===== src/rtl/pafbf_pkg.sv =====
// shared types and constants of the partition allocator
package pafbf_pkg;

   localparam int NUM_PARTS_DEF = 16;
   localparam int SIZE_BITS_DEF = 16;

   // placement rule
   localparam logic PLACE_FIRST    = 1'b0;
   localparam logic PLACE_TIGHTEST = 1'b1;

   // operation codes
   localparam logic FUNC_LOAD  = 1'b0;
   localparam logic FUNC_ALLOC = 1'b1;

   // result status codes
   localparam logic [1:0] STAT_ALLOCATED = 2'd0;
   localparam logic [1:0] STAT_NO_FIT    = 2'd1;
   localparam logic [1:0] STAT_LOAD_DONE = 2'd2;

   // register index, taken from paddr[2]
   localparam logic REG_STRATEGY = 1'b0;
   localparam logic REG_PARTS    = 1'b1;

   localparam logic [4:0] PARTS_RESET = 5'd16;

   typedef struct packed {
      logic        func;
      logic [3:0]  part_index;
      logic [15:0] capacity;
      logic [15:0] request_size;
      logic [7:0]  owner_id;
   } req_payload_type;

   typedef struct packed {
      logic [1:0]  status;
      logic [3:0]  granted_index;
      logic [15:0] slack;
   } rsp_payload_type;

endpackage


===== src/rtl/pafbf_ram.sv =====
// generic single-write, single-read ram with registered read data
module pafbf_ram #(
   parameter int WIDTH = 16,
   parameter int DEPTH = 16
) (
   input  logic                     clock,
   input  logic                     wr_en,
   input  logic [$clog2(DEPTH)-1:0] wr_addr,
   input  logic [WIDTH-1:0]         wr_data,
   input  logic                     rd_en,
   input  logic [$clog2(DEPTH)-1:0] rd_addr,
   output logic [WIDTH-1:0]         rd_data
);

   logic [WIDTH-1:0] mem_ff [DEPTH];
   logic [WIDTH-1:0] rd_data_ff;

   always_ff @(posedge clock) begin
      if (wr_en) begin
         mem_ff[wr_addr] <= wr_data;
      end
      if (rd_en) begin
         rd_data_ff <= mem_ff[rd_addr];
      end
   end

   assign rd_data = rd_data_ff;

endmodule


===== src/rtl/partition_allocator_first_best_fit_top.sv =====
// Fixed-partition allocator with first-fit and best-fit placement. A load item writes one
// partition's capacity into the capacity ram and frees that partition; its result is
// registered from the finish state, and the next item can be taken once the block is back
// in idle. An allocate item scans partitions 0 to partitions_in_use-1 (capped at NUM_PARTS)
// through the single ram read port and one shared subtract-and-compare unit, one partition
// per cycle; its result is registered from the finish state once the output register is
// free, and the next item can be taken once the block is back in idle. First fit stops the
// scan at the first partition that fits. The block takes one item at a time and is not ready
// during a scan, but it accepts the next item while a result still waits in the output
// register. Taken marks clear at reset; a capacity must be loaded before an allocation
// covers that partition. Registers: strategy at 0x0 (0 first fit, 1 best fit),
// partitions_in_use at 0x4.
module partition_allocator_first_best_fit_top
   import pafbf_pkg::*;
#(
   parameter int NUM_PARTS = NUM_PARTS_DEF,
   parameter int SIZE_BITS = SIZE_BITS_DEF
) (
   input  logic            clock,
   input  logic            reset,
   input  logic            req_valid,
   output logic            req_ready,
   input  req_payload_type req_data,
   output logic            rsp_valid,
   input  logic            rsp_ready,
   output rsp_payload_type rsp_data,
   input  logic            psel,
   input  logic            penable,
   input  logic            pwrite,
   input  logic [2:0]      paddr,
   input  logic [31:0]     pwdata,
   output logic [31:0]     prdata,
   output logic            pready
);

   localparam int IDX_W = $clog2(NUM_PARTS);
   localparam int CNT_W = $clog2(NUM_PARTS + 1);

   typedef enum logic [2:0] {
      ST_IDLE   = 3'b001,
      ST_SCAN   = 3'b010,
      ST_FINISH = 3'b100
   } state_type;

   state_type             state_ff, state_in;
   logic                  strategy_ff, strategy_in;
   logic [4:0]            parts_ff, parts_in;
   logic [NUM_PARTS-1:0]  taken_ff, taken_in;
   logic                  rsp_vld_ff, rsp_vld_in;
   logic                  cmp_vld_ff, cmp_vld_in;
   logic                  found_ff, found_in;
   logic                  is_load_ff, is_load_in;
   logic [CNT_W-1:0]      limit_ff, limit_in;
   logic [CNT_W-1:0]      rd_idx_ff, rd_idx_in;
   logic [IDX_W-1:0]      cmp_idx_ff, cmp_idx_in;
   logic [IDX_W-1:0]      best_idx_ff, best_idx_in;
   logic [SIZE_BITS-1:0]  best_slack_ff, best_slack_in;
   logic [SIZE_BITS-1:0]  req_size_ff, req_size_in;
   rsp_payload_type       rsp_data_ff, rsp_data_in;

   logic                  req_xfer;
   logic                  csr_write;
   logic [31:0]           pidx_ext;
   logic                  pidx_ok;
   logic [IDX_W-1:0]      pidx_addr;
   logic [31:0]           parts_ext;
   logic [31:0]           limit_ext;
   logic                  ram_wr_en;
   logic                  ram_rd_en;
   logic [SIZE_BITS-1:0]  cap_rd;
   logic [SIZE_BITS:0]    diff;
   logic [SIZE_BITS-1:0]  slack;
   logic                  elig;
   logic                  hit;
   logic                  take;
   logic                  issue;

   assign req_ready = (state_ff == ST_IDLE);
   assign req_xfer  = req_valid && req_ready;
   assign csr_write = psel && penable && pwrite;
   assign pready    = 1'b1;
   assign rsp_valid = rsp_vld_ff;
   assign rsp_data  = rsp_data_ff;

   // load index may exceed the table, such loads change nothing
   assign pidx_ext  = 32'(req_data.part_index);
   assign pidx_ok   = pidx_ext < 32'(NUM_PARTS);
   assign pidx_addr = pidx_ext[IDX_W-1:0];
   assign ram_wr_en = req_xfer && (req_data.func == FUNC_LOAD) && pidx_ok;

   assign parts_ext = 32'(parts_ff);
   assign limit_ext = (parts_ext > 32'(NUM_PARTS)) ? 32'(NUM_PARTS) : parts_ext;

   // shared compare unit: slack and fit from one subtract
   assign diff  = {1'b0, cap_rd} - {1'b0, req_size_ff};
   assign slack = diff[SIZE_BITS-1:0];
   assign elig  = !taken_ff[cmp_idx_ff] && !diff[SIZE_BITS];
   assign hit   = cmp_vld_ff && elig;
   assign take  = hit && (!found_ff ||
                          ((strategy_ff == PLACE_TIGHTEST) && (slack < best_slack_ff)));

   assign issue = (state_ff == ST_SCAN) && (rd_idx_ff != limit_ff)
                  && !((strategy_ff == PLACE_FIRST) && (found_ff || hit));
   assign ram_rd_en = issue;

   pafbf_ram #(
      .WIDTH (SIZE_BITS),
      .DEPTH (NUM_PARTS)
   ) u_cap_ram (
      .clock   (clock),
      .wr_en   (ram_wr_en),
      .wr_addr (pidx_addr),
      .wr_data (SIZE_BITS'(req_data.capacity)),
      .rd_en   (ram_rd_en),
      .rd_addr (rd_idx_ff[IDX_W-1:0]),
      .rd_data (cap_rd)
   );

   always_comb begin
      case (paddr[2])
         REG_STRATEGY: prdata = {31'b0, strategy_ff};
         REG_PARTS:    prdata = {27'b0, parts_ff};
         default:      prdata = 32'b0;
      endcase
   end

   always_comb begin
      strategy_in = strategy_ff;
      parts_in    = parts_ff;
      if (csr_write) begin
         case (paddr[2])
            REG_STRATEGY: strategy_in = pwdata[0];
            REG_PARTS:    parts_in    = pwdata[4:0];
            default:      parts_in    = parts_ff;
         endcase
      end
   end

   always_comb begin
      state_in      = state_ff;
      taken_in      = taken_ff;
      rsp_vld_in    = rsp_vld_ff;
      rsp_data_in   = rsp_data_ff;
      cmp_vld_in    = 1'b0;
      cmp_idx_in    = cmp_idx_ff;
      found_in      = found_ff;
      is_load_in    = is_load_ff;
      limit_in      = limit_ff;
      rd_idx_in     = rd_idx_ff;
      best_idx_in   = best_idx_ff;
      best_slack_in = best_slack_ff;
      req_size_in   = req_size_ff;

      if (rsp_vld_ff && rsp_ready) begin
         rsp_vld_in = 1'b0;
      end

      case (state_ff)
         ST_IDLE: begin
            if (req_xfer) begin
               if (req_data.func == FUNC_LOAD) begin
                  if (pidx_ok) begin
                     taken_in[pidx_addr] = 1'b0;
                  end
                  is_load_in = 1'b1;
                  state_in   = ST_FINISH;
               end else begin
                  is_load_in  = 1'b0;
                  found_in    = 1'b0;
                  rd_idx_in   = '0;
                  limit_in    = CNT_W'(limit_ext);
                  req_size_in = SIZE_BITS'(req_data.request_size);
                  state_in    = ST_SCAN;
               end
            end
         end
         ST_SCAN: begin
            if (take) begin
               found_in      = 1'b1;
               best_idx_in   = cmp_idx_ff;
               best_slack_in = slack;
            end
            if (issue) begin
               rd_idx_in  = rd_idx_ff + 1'b1;
               cmp_vld_in = 1'b1;
               cmp_idx_in = rd_idx_ff[IDX_W-1:0];
            end else if (!cmp_vld_ff) begin
               state_in = ST_FINISH;
            end
         end
         ST_FINISH: begin
            // wait until the output register is free
            if (!rsp_vld_ff || rsp_ready) begin
               rsp_vld_in = 1'b1;
               if (is_load_ff) begin
                  rsp_data_in.status        = STAT_LOAD_DONE;
                  rsp_data_in.granted_index = 4'd0;
                  rsp_data_in.slack         = 16'd0;
               end else if (found_ff) begin
                  taken_in[best_idx_ff]     = 1'b1;
                  rsp_data_in.status        = STAT_ALLOCATED;
                  rsp_data_in.granted_index = 4'(best_idx_ff);
                  rsp_data_in.slack         = 16'(best_slack_ff);
               end else begin
                  rsp_data_in.status        = STAT_NO_FIT;
                  rsp_data_in.granted_index = 4'd0;
                  rsp_data_in.slack         = 16'd0;
               end
               state_in = ST_IDLE;
            end
         end
         default: begin
            state_in = ST_IDLE;
         end
      endcase
   end

   always_ff @(posedge clock) begin
      if (reset) begin
         state_ff    <= ST_IDLE;
         strategy_ff <= PLACE_FIRST;
         parts_ff    <= PARTS_RESET;
         taken_ff    <= '0;
         rsp_vld_ff  <= 1'b0;
         cmp_vld_ff  <= 1'b0;
         found_ff    <= 1'b0;
      end else begin
         state_ff    <= state_in;
         strategy_ff <= strategy_in;
         parts_ff    <= parts_in;
         taken_ff    <= taken_in;
         rsp_vld_ff  <= rsp_vld_in;
         cmp_vld_ff  <= cmp_vld_in;
         found_ff    <= found_in;
      end
   end

   always_ff @(posedge clock) begin
      is_load_ff    <= is_load_in;
      limit_ff      <= limit_in;
      rd_idx_ff     <= rd_idx_in;
      cmp_idx_ff    <= cmp_idx_in;
      best_idx_ff   <= best_idx_in;
      best_slack_ff <= best_slack_in;
      req_size_ff   <= req_size_in;
      rsp_data_ff   <= rsp_data_in;
   end

endmodule

===== config.mk =====
export PLATFORM = sky130hd
export DESIGN_NAME = partition_allocator_first_best_fit_top
export DESIGN_NICKNAME = d
export VERILOG_FILES = /design/src/rtl/pafbf_pkg.sv /design/src/rtl/pafbf_ram.sv /design/src/rtl/partition_allocator_first_best_fit_top.sv
export SDC_FILE = /design/constraint.sdc
export NUM_CORES = 1
export LEC_CHECK = 0
export BUFFER_PORTS_ARGS = -buffer_cell sky130_fd_sc_hd__buf_2
export CAP_MARGIN = 20
export CORE_ASPECT_RATIO = 1.2
export CORE_MARGIN = 2
export CORE_UTILIZATION = 50
export DETAILED_ROUTE_END_ITERATION = 8
export PLACE_DENSITY = 0.69
export SYNTH_ARGS = -nofsm -noshare
export SYNTH_HDL_FRONTEND = slang
export SYNTH_SLANG_ARGS = --single-unit

===== constraint.sdc =====
create_clock -name clock -period 4.4 [get_ports clock]
set_clock_uncertainty 0.15 [all_clocks]
set_input_delay 0.22 -clock clock [delete_from_list [all_inputs] [get_ports clock]]
set_output_delay 0.22 -clock clock [all_outputs]
set_load 0.02 [all_outputs]

==> results.toml, run 1 <==
[detailed_routing]
vias_per_cell = 5.57
drc = 0
wl_um = 30300
drt-wirelength-per-cell_um = 20.7
vias = 8147
ant_nets = 0
dr.pass1.iters = 5
initialDrtViolationCount = 659

[setup_path]
crit_path_frequent_cell = "a21oi_1"
cp_slowest_stage_delay_ns = 0.41
cp_slowest_cell = "fa_1"
worstPathArrival_ns = 4.10
critPathTopFamily = "compound AO/OA/AOI/OAI gates"
path_cells = "ha_1 -> fa_1 -> nor2b_1 -> o31a_1 -> a41o_1 -> a21o_1 -> a21oi_1 -> xnor2_1 -> ha_1 -> a21oi_1 -> a21oi_1 -> a211oi_1 -> o31a_1 -> o211a_1 -> buf_12"
cp_num_buf_inv = 1
startpoint_type = "flop"
worstSetupPathType = "flop to flop"
crit_path_max_fanout = 16
worst-endpoint-required_ns = 4.48
crit_path_end_kind = "flop"

[synth]
synth_compound_area_share_pct = 4.09
async_flop_share_pct = 0
synthAdderAreaFrac_pct = 2.71
synth-seq-cells = 373
ys.flop_type = "edfxtp_1"
synth_edf_count = 345
yosysSeqAreaShare_pct = 70.5
yosys_warnings = 0
syn_inst = 894
synthMuxAreaShare_pct = 12.8
synth.avg_cell_area_um2 = 17.3
synth_top_family_by_area = "multiplexers"
netlist_area_mm2 = 0.0155
synth_xor_area_share_pct = 0.904
synth-simple-area-share_pct = 5.55
yosysUniqueCellTypes = 58

[grt]
grt_max_degree = 68
grt_pass1_wl_um = 46500
antenna_found_initial = 1
overflow = 0
grt_pass1_vias = 8335
grtUsageTotal_pct = 19.3

[placement]
post-dp-hpwl_um = 18600
port_buffers = 78
globalplace.congestion = 0.821
place_ws_ns = 0.351

[clock_tree]
insertion_delay_ns = 0.54
path_clk_slew_ns = 0.06
cts_sinks = 373
clock_path_buffers = 3
cts_root_buf = "clkbuf_16"
tritoncts = "done"
h-tree-depth = 2
cts_made_buffers = 36
cts_setup_buffers = 0

[timing]
hold_viol_final = 0
fin_crit_sh_pct = 91.4
finalSetupTns_ns = 0
final.setup.worst_slack_ns = 0.378
fin_crit_ns = 4.02
clock.fmax_ghz = 0.249
max_slew_margin_pct = 32.9
setup_viol_count_final = 0
tightest_slew_ns = 1.01
rsz0062_at_grt = "no"
slew_viol_final = 0

[floorplan]
die_area_mm2 = 0.0324
die_w_um = 165
fp.dieH_um = 197
std_cell_rows = 70
start_util_pct = 50.8
fp.coreArea_mm2 = 0.0305
io_pins = 144

[finish]
fillers = 2281
multi_input_area_mm2 = 0.00419
layout_commonest_cell = "edfxtp_1"
mostFrequentLayoutCells = "edfxtp_1 (345), mux4_2 (81), buf_2 (78)"
n_antenna_cell = 0
drive_above_1_share_pct = 23.9
fin_nets = 1160
area_growth_pct = 15.9
regArea_mm2 = 0.0109

[pwr]
power.density_mw_per_mm2 = 431
clockPowerShare_pct = 38.6
pwr-share-comb_pct = 9.9
leakagePower_nw = 6.21
p_sw_share_pct = 22.3
vdd_drop_max_uv = 285
seqPwrFrac_pct = 51.5
power_switching_w = 0.00173
p_int_w = 0.00601

[status]
status = "completed"

[flow_run]
maxCapViolations = 0

[min_path]
hold_path.class = "input port to flop"
-- worst register-to-register path, cell delays in order (launching register included) --
cell and delay (ns):
edfxtp_1 0.36, ha_1 0.23, fa_1 0.41, nor2b_1 0.16, o31a_1 0.24, a41o_1 0.24
a21o_1 0.13, a21oi_1 0.07, xnor2_1 0.19, ha_1 0.29, a21oi_1 0.17, a21oi_1 0.09
a211oi_1 0.24, o31a_1 0.23, o211a_1 0.31, buf_12 0.19
-- Yosys cell counts (all sizes together), types with 3 or more instances --
cell    number  area (um2)
nand2       30         113
nand3       15        75.1
o21ai       26         130
a311o        3        30.0
and2        25         156
nor2b       16         110
nor3         9        50.1
o21a         5        37.5
nand4        4        25.0
nand2b       5        31.3
buf         40         262
clkbuf      19        71.3
dfxtp       28         561
inv         53         199
nand3b       4        30.0
ha          32         400
nor4         5        31.3
a21oi       33         165
a31oi        5        31.3
o31a         6        52.6
mux2i        4        40.0
mux4        85        1930
xor2        10        87.6
edfxtp     345       10400
o31ai        5        37.5
nor2        45         169
xnor2        6        52.6
-- kinds of logic after synthesis --
logic type,Yosys count
flops,373
simple gates,167
buf+inv,112
compound gates,101
mux,90
fa+ha+maj,33
xor+xnor,16
other cells,2
-- registers in the layout, indices dropped and copies added (netlist names), 5 cells and up --
name,cells
taken_ff,16
rsp_data,22
u_cap_ram.rd_data,16
parts_ff,5
best_slack_ff,16
req_size_ff,16
rd_idx_ff,5
limit_ff,5
u_cap_ram.mem_ff,256
-- power by group through the flow --
| stage | registers, W | clock network, W | logic (W) |
|---|---|---|---|
| detailed placement | 0.00406 | 0 | 0.000750 |
| floorplan | 0.00407 | 0 | 0.000527 |
| finish | 0.00398 | 0.00298 | 0.000768 |
| CTS | 0.00398 | 0.00304 | 0.000779 |
| global placement | 0.00405 | 0 | 0.000735 |
| global route | 0.00399 | 0.00319 | 0.000843 |
-- layer usage --
layer / routed length (um) / track usage, % / vias up / share of wire (%)
li1: - / - / 3732 / -
met1: 11800 / 23.1 / 4157 / 39
met2: 16600 / 36.0 / 203 / 55
met3: 1270 / 2.69 / 53 / 4.2
met4: 687 / 5.35 / 2 / 2.3
met5: 11 / 0 / - / 0.036
-- final timing paths --
kind         depth (start not counted)                         end                startpoint  slack [ns]
max                                 15  best_slack_ff[6]$_DFFE_PP_  req_size_ff[0]$_DFFE_PP_        0.38
min                                  5    taken_ff[0]$_SDFFE_PP0P_              req_data[40]        0.04
max reg2reg                         15  best_slack_ff[6]$_DFFE_PP_  req_size_ff[0]$_DFFE_PP_        0.38
min reg2reg                          2    taken_ff[1]$_SDFFE_PP0P_  taken_ff[1]$_SDFFE_PP0P_        0.33
-- stage by stage --
stage	hold slack [ns]	power, W	area (um2)	utilization (%)	instances
2_1_floorplan	0.169	0.00460	15600	-	920
3_3_place_gp	0.249	0.00479	16400	53.7	1356
3_5_place_dp	0.248	0.00481	16400	53.7	1356
4_1_cts	0.0138	0.00780	18000	58.9	1463
5_1_grt	0.0452	0.00802	18000	58.9	1463
6_report	0.0361	0.00773	18000	58.9	1463
-- what timing repair did --
item,CTS,global route
endpoints found under the hold margin,283,0
hold buffers,42,0
endpoints found under the setup margin,0,0
resized for setup,0,0
-- area by class of cell --
type | count | share of cell area (%)
flip-flops and latches | 373 | 60.8
multi-input cells | 435 | 23.3
repair buffers | 141 | 5.53
clock buffers | 45 | 5.26
well taps | 396 | 2.76
clock inverters | 20 | 1.16
inverters | 53 | 1.11
Power figures use the tool's default switching activity.
==> run 2: changes to the inputs <==
--- a/config.mk
+++ b/config.mk
@@ -7,11 +7,13 @@
 export LEC_CHECK = 0
 export BUFFER_PORTS_ARGS = -buffer_cell sky130_fd_sc_hd__buf_2
 export CAP_MARGIN = 20
+export CELL_PAD_IN_SITES_DETAIL_PLACEMENT = 0
+export CELL_PAD_IN_SITES_GLOBAL_PLACEMENT = 1
 export CORE_ASPECT_RATIO = 1.2
 export CORE_MARGIN = 2
 export CORE_UTILIZATION = 50
 export DETAILED_ROUTE_END_ITERATION = 8
-export PLACE_DENSITY = 0.69
+export PLACE_DENSITY_LB_ADDON = 0.1
 export SYNTH_ARGS = -nofsm -noshare
 export SYNTH_HDL_FRONTEND = slang
 export SYNTH_SLANG_ARGS = --single-unit
==> results.toml, run 2 (synthesis gave the netlist of run 1 again) <==
[grt]
use_met1_pct = 25.8
grt_pass1_vias = 8024
grt_max_degree = 68
grt_pass1_wl_um = 46500
grt_most_used_layer = "met2"
use_met3_pct = 3.22
overflow = 0
met2_usage_pct = 33.6
grtUsageTotal_pct = 19.5
antenna_found_initial = 0

[timing]
fin_crit_ns = 3.96
slew_viol_final = 0
rsz0062_at_grt = "no"
max_slew_margin_pct = 35.8
tightest_slew_ns = 0.962
setup_viol_count_final = 0
finalSetupTns_ns = 0
fin_crit_sh_pct = 90.0
hold_viol_final = 0
clock.fmax_ghz = 0.252

[finish]
mostFrequentLayoutCells = "edfxtp_1 (345), mux4_2 (81), buf_2 (78)"
largest_reg_flops = 256
design_area_mm2 = 0.0180
area_growth_pct = 16.2
layout_commonest_cell = "edfxtp_1"
largest_register = "u_cap_ram.mem_ff"
drive_above_1_share_pct = 23.7
fillers = 2338
n_antenna_cell = 0
fin_nets = 1165

[pwr]
power.density_mw_per_mm2 = 434
vdd_drop_max_uv = 402
leakagePower_nw = 6.25

[floorplan]
fp.coreArea_mm2 = 0.0305
std_cell_rows = 70
io_pins = 144
die_w_um = 165
die_area_mm2 = 0.0324
start_util_pct = 50.8
fp.dieH_um = 197

[detailed_routing]
vias = 8009
drc = 0
ant_nets = 0
initialDrtViolationCount = 440
dr.pass1.iters = 4
wl_um = 30700
drt-wirelength-per-cell_um = 20.9
vias_per_cell = 5.45

[setup_path]
worst-endpoint-required_ns = 4.49
path_cells = "ha_1 -> fa_1 -> nor2b_1 -> o31a_1 -> a41o_1 -> a21o_1 -> a21oi_1 -> xnor2_1 -> ha_1 -> a21oi_1 -> a21oi_1 -> a211oi_1 -> o31a_1 -> o211a_1 -> buf_12"
crit_path_end_kind = "flop"
worstPathArrival_ns = 4.05
critPathTopFamily = "compound AO/OA/AOI/OAI gates"
cp_slowest_stage_delay_ns = 0.41
crit_path_frequent_cell = "a21oi_1"
crit_path_max_fanout = 16
cp_num_buf_inv = 1
r2r_start = "req_size_ff[0]$_DFFE_PP_"
startpoint_type = "flop"
r2r_cells = 15
cp_slowest_cell = "fa_1"
path_depth = 15
cp-startpoint = "req_size_ff[0]$_DFFE_PP_"
rr_endpoint = "best_slack_ff[12]$_DFFE_PP_"
reg2reg_slack_ns = 0.44
endpoint = "best_slack_ff[12]$_DFFE_PP_"
worstSetupPathType = "flop to flop"

[flow_run]
maxCapViolations = 0

[clock_tree]
tritoncts = "done"
path_clk_slew_ns = 0.06
clock_path_buffers = 3
cts_sinks = 373
h-tree-depth = 2
cts_setup_buffers = 0
insertion_delay_ns = 0.54
cts_made_buffers = 38
cts_root_buf = "clkbuf_16"

[placement]
port_buffers = 78
globalplace.congestion = 0.765
placed_area_mm2 = 0.0164
post-dp-hpwl_um = 18300

[min_path]
hold_path.class = "input port to flop"

[status]
status = "completed"
-- run 2: timing repair --
action	4_1_cts	5_1_grt
endpoints found under the hold margin	284	0
resized for setup	0	0
setup endpoints to repair	0	0
hold buffers	44	0
-- run 2: how the worst min path moves through the flow --
stage            startpoint  slack, ns  cells past startpoint                   endpoint
6_report       req_data[42]       0.03                      3   taken_ff[3]$_SDFFE_PP0P_
2_1_floorplan   req_data[8]       0.17                      0   req_size_ff[0]$_DFFE_PP_
5_1_grt               reset       0.04                      2   parts_ff[2]$_SDFFE_PP0P_
3_3_place_gp   req_data[18]       0.25                      1  req_size_ff[10]$_DFFE_PP_
4_1_cts        req_data[42]      0.002                      3   taken_ff[3]$_SDFFE_PP0P_
3_5_place_dp   req_data[23]       0.25                      1  req_size_ff[15]$_DFFE_PP_
-- run 2: power by group --
| part | internal, W | leakage [nW] | switching [W] |
|---|---|---|---|
| Combinational | 0.000339 | 2.34 | 0.000436 |
| Sequential | 0.00396 | 3.33 | 0.0000264 |
| Clock | 0.00177 | 0.577 | 0.00128 |
| Total | 0.00607 | 6.25 | 0.00174 |
-- run 2: worst reg2reg max path: stages, from the launching register on --
cell and delay [ns]:
edfxtp_1 0.36, ha_1 0.24, fa_1 0.41, nor2b_1 0.16, o31a_1 0.22, a41o_1 0.24, a21o_1 0.13, a21oi_1 0.07
xnor2_1 0.20, ha_1 0.29, a21oi_1 0.15, a21oi_1 0.08, a211oi_1 0.23, o31a_1 0.23, o211a_1 0.33, buf_12 0.19
-- run 2: layout make-up --
class	instances	area [um2]	area share (%)
sequential	373	10900	60.6
multi-input combinational	435	4190	23.3
clock inverter	21	189	1.05
timing repair buffer	144	1030	5.74
tap	396	495	2.75
clock buffer	47	985	5.47
inverter	53	199	1.10
-- run 2: per-layer routing --
| metal | vias to the layer above | share of wire (%) | wire length (um) |
|---|---|---|---|
| met5 | - | 0 | 0 |
| met4 | 0 | 1.5 | 455 |
| met3 | 32 | 4.3 | 1330 |
| met2 | 182 | 52 | 15900 |
| met1 | 4054 | 42 | 13000 |
| li1 | 3741 | - | - |
-- run 2: stage by stage --
stage / std cells / power, W / hold slack (ns) / util (%) / setup WS, ns
6_report: 1469 / 0.00781 / 0.0300 / 59.1 / 0.438
5_1_grt: 1469 / 0.00811 / 0.0363 / 59.1 / 0.0895
4_1_cts: 1469 / 0.00790 / 0.00230 / 59.1 / 0.365
3_5_place_dp: 1357 / 0.00482 / 0.248 / 53.8 / 0.378
3_3_place_gp: 1357 / 0.00481 / 0.248 / 53.8 / 0.414
2_1_floorplan: 920 / 0.00460 / 0.169 / - / 0.700
==> run 3: changes to the inputs <==
--- a/config.mk
+++ b/config.mk
@@ -5,13 +5,14 @@
 export SDC_FILE = /design/constraint.sdc
 export NUM_CORES = 1
 export LEC_CHECK = 0
+export ABC_AREA = 1
 export BUFFER_PORTS_ARGS = -buffer_cell sky130_fd_sc_hd__buf_2
 export CAP_MARGIN = 20
 export CELL_PAD_IN_SITES_DETAIL_PLACEMENT = 0
 export CELL_PAD_IN_SITES_GLOBAL_PLACEMENT = 1
 export CORE_ASPECT_RATIO = 1.2
 export CORE_MARGIN = 2
-export CORE_UTILIZATION = 50
+export CORE_UTILIZATION = 48
 export DETAILED_ROUTE_END_ITERATION = 8
 export PLACE_DENSITY_LB_ADDON = 0.1
 export SYNTH_ARGS = -nofsm -noshare
==> results.toml, run 3 <==
[finish]
mostFrequentLayoutCells = "edfxtp_1 (345), nor2_1 (182), o21ai_0 (160)"
fin_nets = 1573
drive_above_1_share_pct = 13.1
largest_register = "u_cap_ram.mem_ff"
largest_reg_flops = 256
n_antenna_cell = 0
layout_commonest_cell = "edfxtp_1"
area_growth_pct = 15.6
design_area_mm2 = 0.0183

[setup_path]
r2r_cells = 16
worstPathArrival_ns = 3.76
cp_slowest_cell = "edfxtp_1"
startpoint_type = "flop"
worstSetupPathType = "flop to flop"
crit_path_end_kind = "flop"
crit_path_max_fanout = 16
cp_slowest_stage_delay_ns = 0.36
crit_path_frequent_cell = "a21oi_1"
path_cells = "ha_1 -> a21oi_1 -> o21ai_1 -> a21oi_1 -> o21ai_1 -> a21boi_1 -> o21ai_0 -> xor2_1 -> ha_1 -> a21oi_1 -> o21ai_0 -> a21oi_1 -> o211a_1 -> a21oi_1 -> nor3_2 -> buf_4"
worst-endpoint-required_ns = 4.48

[synth]
synth-seq-cells = 373
yosysUniqueCellTypes = 45
ys.flop_type = "edfxtp_1"
synth_top_area_share_pct = 65.6
synthTopCellsByArea = "edfxtp_1 (66%), o21ai_0 (5.1%), nor2_1 (4.7%)"
yosysSeqAreaShare_pct = 69.1
yosysTopAreaCell = "edfxtp_1"
synth_edf_count = 345
synth_most_common_cell = "edfxtp_1"
syn_inst = 1324
yosys_warnings = 0
netlist_area_mm2 = 0.0158
async_flop_share_pct = 0
synth.avg_cell_area_um2 = 11.9
synth_commonest_cells = "edfxtp_1 (345), nor2_1 (196), o21ai_0 (160), nand2_1 (130), inv_1 (105)"

[pwr]
power.density_mw_per_mm2 = 518
leakagePower_nw = 6.63
vdd_drop_max_uv = 351

[detailed_routing]
wl_um = 35800
vias_per_cell = 5.37
dr.pass1.iters = 6
initialDrtViolationCount = 756
wl_met3_um = 1870
drt-wirelength-per-cell_um = 19.0
wl_met2_um = 17700
drc = 0
ant_nets = 0
top_layer = "met4"
m1WireLength_um = 15400
vias = 10126

[timing]
rsz0062_at_grt = "no"
hold_viol_final = 0
finalSetupTns_ns = 0
max_slew_margin_pct = 28.2
clock.fmax_ghz = 0.272
slew_viol_final = 0
setup_viol_count_final = 0
fin_crit_sh_pct = 83.7
tightest_slew_ns = 1.08
fin_crit_ns = 3.68

[clock_tree]
clock_path_buffers = 3
h-tree-depth = 2
cts_root_buf = "clkbuf_16"
cts_sinks = 373
cts_resized = 0
cts_hold_buf = 43
tritoncts = "done"
insertion_delay_ns = 0.54
path_clk_slew_ns = 0.06
cts_made_buffers = 39
cts_setup_buffers = 0

[placement]
port_buffers = 78
post-dp-hpwl_um = 21000
globalplace.congestion = 0.812
placed_area_mm2 = 0.0166

[floorplan]
start_util_pct = 48.9
fp.dieH_um = 203
io_pins = 144
die_area_mm2 = 0.0344
fp.coreArea_mm2 = 0.0323
die_w_um = 170
std_cell_rows = 72

[grt]
grtUsageTotal_pct = 21.0
grt_pass1_vias = 9640
antenna_found_initial = 0
overflow = 0
grt_max_degree = 103
grt_pass1_wl_um = 54400

[min_path]
hold_depth = 5
hold_path.class = "input port to flop"

[flow_run]
maxCapViolations = 0

[status]
status = "completed"
-- run 3: cells by family after synthesis --
family          synth area share, %
simple gates                   10.8
fa+ha+maj                      2.66
other cells                  0.0475
buf+inv                        5.53
xor+xnor                      0.887
flops                          69.1
compound gates                 11.0
-- run 3: layer usage --
metal / track usage (%) / vias up
met5: 0 / -
met4: 6.56 / 0
met3: 3.57 / 68
met2: 36.3 / 280
met1: 27.1 / 4821
li1: - / 4957
-- run 3: critical path: cells and delay by family (launching register included) --
kind            cells  cell delay [ns]
buf+inv             1             0.27
fa+ha+maj           2             0.62
compound gates     11             1.61
xor+xnor            1             0.21
simple gates        1             0.14
flops               1             0.36
-- run 3: cell type report --
class / instances / area, um2
repair buffers: 151 / 1060
multi-input cells: 778 / 4140
inverters: 110 / 414
flip-flops and latches: 373 / 10900
clock inverters: 17 / 191
well taps: 407 / 509
fillers: 2697 / 14100
clock buffers: 49 / 1030
-- run 3: final timing paths --
| check | slack, ns | to | from |
|---|---|---|---|
| max | 0.72 | best_slack_ff[1]$_DFFE_PP_ | u_cap_ram.rd_data[2]$_DFFE_PP_ |
| min | 0.11 | parts_ff[1]$_SDFFE_PP0P_ | paddr[2] |
| max reg2reg | 0.72 | best_slack_ff[1]$_DFFE_PP_ | u_cap_ram.rd_data[2]$_DFFE_PP_ |
| min reg2reg | 0.32 | best_idx_ff[3]$_DFFE_PP_ | cmp_idx_ff[3]$_DFFE_PP_ |
-- run 3: metrics by stage --
stage               setup WS [ns]  hold WS [ns]  power [W]  cells  util, %
detailed placement          0.683         0.250    0.00634   1775     51.3
finish                      0.719         0.108    0.00947   1885     56.5
floorplan                   0.553         0.169    0.00569   1350        -
CTS                         0.667        0.0854    0.00956   1884     56.4
global route                0.377         0.148    0.00996   1885     56.5
global placement            0.707         0.248    0.00631   1775     51.3
-- run 3: where the power goes --
part | switching, W | total (W) | internal, W | leakage [nW]
logic | 0.00149 | 0.00214 | 0.000650 | 2.68
clock network | 0.00129 | 0.00318 | 0.00189 | 0.596
registers | 0.0000550 | 0.00415 | 0.00409 | 3.35
